File: config.mk
export PLATFORM = sky130hd
export DESIGN_NAME = mxt_ram
export DESIGN_NICKNAME = d
export VERILOG_FILES = /design/src/sv/mxt_ram.sv
export SDC_FILE = /design/constraint.sdc
export NUM_CORES = 2
export LEC_CHECK = 0
export BUFFER_PORTS_ARGS = -buffer_cell sky130_fd_sc_hd__buf_2
export CAP_MARGIN = 40
export CORE_ASPECT_RATIO = 0.7
export CORE_MARGIN = 2
export CORE_UTILIZATION = 42
export CTS_CLUSTER_SIZE = 16
export DETAILED_ROUTE_END_ITERATION = 10
export PLACE_DENSITY = 0.61
export SLEW_MARGIN = 20
export SYNTH_ARGS = -nofsm -noshare
export SYNTH_HDL_FRONTEND = slang
export SYNTH_SLANG_ARGS = --single-unit
File: constraint.sdc
create_clock -name clk -period 5 [get_ports clk]
set_input_delay 0.5 -clock clk [delete_from_list [all_inputs] [get_ports clk]]
set_output_delay 0.5 -clock clk [all_outputs]
set_load 0.01 [all_outputs]
File: src/sv/mxt_ram.sv
`timescale 1ns / 1ps

module mxt_ram #(
  parameter int WIDTH = 8,
  parameter int DEPTH = 256
) (
  input  logic                     clk,
  input  logic                     we,
  input  logic [$clog2(DEPTH)-1:0] waddr,
  input  logic [WIDTH-1:0]         wdata,
  input  logic [$clog2(DEPTH)-1:0] raddr,
  output logic [WIDTH-1:0]         rdata
);

  logic [WIDTH-1:0] mem [DEPTH];

  always_ff @(posedge clk) begin
    if (we) begin
      mem[waddr] <= wdata;
    end
    rdata <= mem[raddr];
  end

endmodule

Word level (Yosys, flattened, before mapping)
Memories as Yosys holds them, arrays and structs flattened. A register that Yosys moved wholly into a read port is not among the register bits.
Cells that the tools add are included.
{"block": "totals", "register_bits": 0, "ram_bits": 2048, "memories": 1}
{"block": "classes", "muxes": 2}
{"name": "mem", "words": 256, "width": 8, "rd": 1, "rd_clocked_by_memory_dff": 1, "wr": 1, "line": "15", "rtl": "logic [WIDTH-1:0] mem [DEPTH];"}
{"operator": "$mux W1", "n": 2}

Longest topological paths before layout
{"block": "logic_depth", "word_depth": 2, "depth_mapped": 11, "mapped_depth_nobuf": 6}

Worst setup path after synthesis
No wires, ideal clock.
{"block": "synth_timing", "kind": "input-to-reg", "startpoint": "input port raddr[0]", "endpoint": "register rdata[2] (read register of mem)", "setup_time_ps": 131, "arrival_ps": 2307, "required_time_ps": 4869, "slack_ps": 2562, "cell_stages": 9, "cell_sequence": "buf_6 -> buf_12 -> buf_8 -> buf_2 -> mux4_2 -> a22oi_1 -> a21oi_1 -> nor4_1 -> nor4_2"}
{"element": "from (decl)", "line": "11", "rtl": "input logic [$clog2(DEPTH)-1:0] raddr,"}
{"element": "to (decl)", "line": "12", "rtl": "output logic [WIDTH-1:0] rdata"}

==> results.md <==
| Step | Item | Reported |
| --- | --- | --- |
| worst setup path | Critical path endpoint | rdata[2]$_DFF_P_ |
| worst setup path | Family of cells with the greatest summed delay on the critical path | buffers and inverters |
| synth | Synth Warn # | 0 |
| layout | Multi-input gate area | 16,500 um^2 |
| pwr | Part of the power in combinational logic | 5.2% |
| floorplanning | Area enclosed by the die boundary | 193,000 um^2 |
| place | Routability congestion estimate from global placement | 0.8767 |
| clock tree | Root cell of the clock tree | clkbuf_16 |
| worst hold path | Class of the tightest hold or removal check | primary input to flip-flop |
| global route | Sum of overflow across all layers after global routing | 0 |
| synth | Post-Syn Area per Cell | 21.31 um^2 |
| layout | Total number of nets in the final design | 4,018 |
| sta | Setup TNS Final | 0 ns |
| synth | Syn Nets | 3,759 |
| worst setup path | Library cell appearing most often on the critical path | buf_4 |
| layout | Layout overhead on the synthesized area | 13.11% |
| worst setup path | CP max-delay cell | nor4_1 |
| layout | Footprint of the flip-flops and latches | 61,660 um^2 |
| synth | Fraction of the mapped netlist area in compound gates | 3.419% |
| floorplanning | X dimension of the die | 524.2 um |
| worst setup path | Worst path depth | 10 |
| worst setup path | Data arrival, critical path | 4.19 ns |
| pwr | Sequential cell fraction of total power | 54.3% |
| pwr | Final total power | 35.02 mW |
| floorplanning | Die extent in y | 368.1 um |
| pwr | Leakage Power | 27.87 nW |
| clock tree | Number of buffers added by the clock tree synthesis step | 184 |
| worst setup path | CP Buf/Inv Count | 4 |
| layout | Layout Cells excl Fill | 6,640 |
| detailed routing | Via density per instance | 6.082 |
| sta | F_max | 285.0 MHz |
| sta | Setup repair after global routing missed its margin | false |
| pwr | Maximum vdd ir drop | 0.0003838 V |
| worst setup path | Worst Reg2Reg Path Length in Cells | 7 |
| sta | Worst clock skew | 0.06124 ns |
| place | DP Cell Count | 6,221 |
| clock tree | H-tree depth | 4 |
| floorplanning | Initial standard-cell utilization of the core | 42.31% |
| place | Port Buffer Count | 33 |
| sta | Transition time at the pin with the least slew margin | 1.166 ns |
| floorplanning | Area of the core region | 188,000 um^2 |
| sta | Min cycle time layout | 3.508 ns |
| place | Placed Instance Area | 83,390 um^2 |
| status | Run status | complete, no violations |
| sta | Final critical-path share of the clock period | 70.17% |
| worst setup path | Stage delay of the slowest cell on the critical path | 0.77 ns |
| clock tree | Total clock sinks | 2,056 |
| detailed routing | Detailed Route WL | 209.2 mm |
| synth | Main combinational cell family by area after synthesis | multiplexers |
| synth | Synthesized-area fraction occupied by xor and xnor cells | 0% |
| clock tree | Maximum buffer depth of the clock tree | 3 |
| synth | Commonest cells post-synth | 2,048 x edfxtp_1, 454 x mux4_2, 282 x nor2_1 |
| global route | Wire length of the first global-routing pass | 295.1 mm |
| worst setup path | Reg-to-Reg End | rdata[2]$_DFF_P_ |
| synth | Area of the mapped netlist | 79,560 um^2 |
| clock tree | Clock transition at the registers of the reported paths | 0.06 ns |
| synth | Largest cells by area after synthesis | edfxtp_1 77%, mux4_2 13%, mux2i_1 1.7%, nor2_1 1.3%, a22oi_1 1.3% |
| synth | Post-synthesis register bit count | 2,056 |
| detailed routing | Iteration-0 DRC Markers | 6,093 |
| synth | Simple-gate share of the synthesized area | 2.628% |
| sta | Setup violators final | 0 |
| pwr | Power per Cell Area | 389.2 nW/um^2 |
| clock tree | Resize count post-CTS | 0 |
| layout | Share of post-route cells with drive strength above 1 | 24.89% |
| synth | Synth Area in Adders | 0% |
| synth | Share of synthesized flip-flops with an asynchronous set or reset | 0% |
| pwr | Total net switching power | 7.581 mW |
| worst setup path | Max Fanout on Critical Path | 35 |
| place | Dpl hpwl | 129.8 mm |
| global route | Maximum number of pins on one net before global-route repair | 158 |
| worst setup path | Endpoint kind of the worst setup timing path | flip-flop |
| synth | Most used standard cell by instance count after synthesis | edfxtp_1 |
| worst setup path | Internal reg-to-reg setup slack | 1.98 ns |
| layout | Layout filler cell count | 15,209 |
| global route | Global router's overall resource usage | 21.49% |
| detailed routing | Detailed Routing Iterations Pass 1 | 6 |
| worst hold path | Number of cells on the worst hold path | 1 |
| synth | Yosys top cell by area | edfxtp_1 |
| synth | Mux contribution to synthesized area | 14.62% |
| worst setup path | Worst path cell trace | buf_8 -> buf_12 -> buf_4 -> mux4_2 -> nor2b_1 -> a211oi_1 -> nor2_1 -> nor4_1 -> buf_4 -> nor4_2 |
| global route | Initial antenna violation count | 12 |
| sta | Final number of max-transition violations | 0 |
| detailed routing | Number of antenna-violating nets in the routed design | 0 |
| pwr | Fraction of power spent switching nets | 21.65% |
| detailed routing | Routed len/inst | 31.50 um |
| synth | Number of library cell types mapped by synthesis | 55 |
| flow run | Max-cap check violation count | 0 |
| global route | Via count of the first global-routing pass | 38,295 |
| layout | Total non-filler cell area in the finished layout | 89,990 um^2 |
| pwr | Share of power burned in the clock network | 40.5% |
| pwr | Total internal power | 27.44 mW |
| synth | Sequential share of the synthesized area | 77.50% |
| worst setup path | Reg-to-reg critical path startpoint | mem[77][2]$_DFFE_PP_ |
| clock tree | Hold buffer count at cts | 0 |
| worst setup path | Critical path startpoint category | primary input |
| synth | Post-synth top area share | 77.30% |
| sta | Number of failing hold endpoints at the final stage | 0 |
| synth | Gate count of the mapped netlist | 3,733 |
| clock tree | Post-CTS setup buffer count | 0 |
| detailed routing | Via Count | 40,385 |
| clock tree | Clock tree from TritonCTS | yes |
| floorplanning | Number of core rows | 133 |
| worst setup path | Startpoint of the most critical setup path | raddr[0] |
| synth | Count of flip-flops with a built-in enable after synthesis | 2,048 |
| floorplanning | IO Count | 34 |
| clock tree | Source-to-sink clock delay at the later pin of the worst-skew pair | 0.84 ns |
| worst setup path | Critical path class | primary input to flip-flop |
| synth | Most instantiated flip-flop cell in the synthesis netlist | edfxtp_1 |
| sta | Worst slew slack as a fraction of its limit | 22.26% |
| detailed routing | Drt drc | 0 |
| worst setup path | Worst EP required | 5.68 ns |
==> layout make-up <==
class / instances / area share (%)
well taps: 2497 / 3.472
repair buffers: 306 / 3.067
clock buffers: 229 / 5.385
clock inverters: 103 / 1.194
flip-flops and latches: 2056 / 68.52
diodes: 5 / 0.01390
inverters: 2 / 0.008343
multi-input cells: 1442 / 18.34
==> logic make-up (layout without fill, tap and decap cells) <==
logic type,after synthesis,in the layout
DFF,2056,2056
muxes,591,591
and+or+nand+nor,466,466
AOI/OAI and AO/OA,385,385
buffers and inverters,235,640
other,0,5
==> worst reg2reg max path, stage by stage (launching register included) <==
cell	delay, ns
edfxtp_1	0.36
mux4_2	0.51
nor2b_1	0.16
a211oi_1	0.67
nor2_1	0.18
nor4_1	0.77
buf_4	0.24
nor4_2	0.04
==> flip-flops by register name, indices dropped and copies added, names as in the netlist <==
name	cells
rdata	8
mem	2048
==> layout by cell type (no fill, tap or decap), types with 40 or more instances in the layout <==
master	count
nor2_1	279
o221ai_1	46
clkinv_1	45
buf_4	227
clkbuf_16	186
a22oi_1	133
a21oi_1	96
mux4_2	454
edfxtp_1	2048
mux2i_1	134
clkbuf_1	40
==> layer usage <==
layer / part of all wire, % / GRT usage, % / up-vias
li1: - / - / 16209
met1: 45 / 35.00 / 21633
met2: 42 / 28.99 / 2273
met3: 11 / 5.060 / 270
met4: 1.9 / 4.797 / 0
met5: 0 / 0 / -
==> how the worst min path moves through the flow <==
stage / start / end
after detailed placement: mem[33][5]$_DFFE_PP_ / rdata[5]$_DFF_P_
after CTS: wdata[0] / mem[1][0]$_DFFE_PP_
after global routing: wdata[7] / mem[7][7]$_DFFE_PP_
after global placement: mem[32][5]$_DFFE_PP_ / rdata[5]$_DFF_P_
after floorplan: wdata[0] / mem[0][0]$_DFFE_PP_
final: wdata[7] / mem[6][7]$_DFFE_PP_
==> power groups by stage <==
stage / clock, mW / combinational (mW) / sequential [mW]
global placement: 0 / 1.77 / 19.4
CTS: 14.4 / 1.81 / 19.0
global route: 15.0 / 1.90 / 19.0
finish: 14.2 / 1.82 / 19.0
detailed placement: 0 / 1.80 / 19.4
floorplan: 0 / 0.923 / 19.4
==> through the flow <==
step	util (%)	hold WS (ns)	worst slack (ns)
6_report	47.85	0.08947	1.492
3_3_place_gp	44.03	0.9421	0.6767
3_5_place_dp	44.35	0.9352	0.6770
2_1_floorplan	-	0.5989	2.562
4_1_cts	47.49	0.2288	1.552
5_1_grt	47.85	0.08699	1.460
Power figures use the tool's default switching activity.
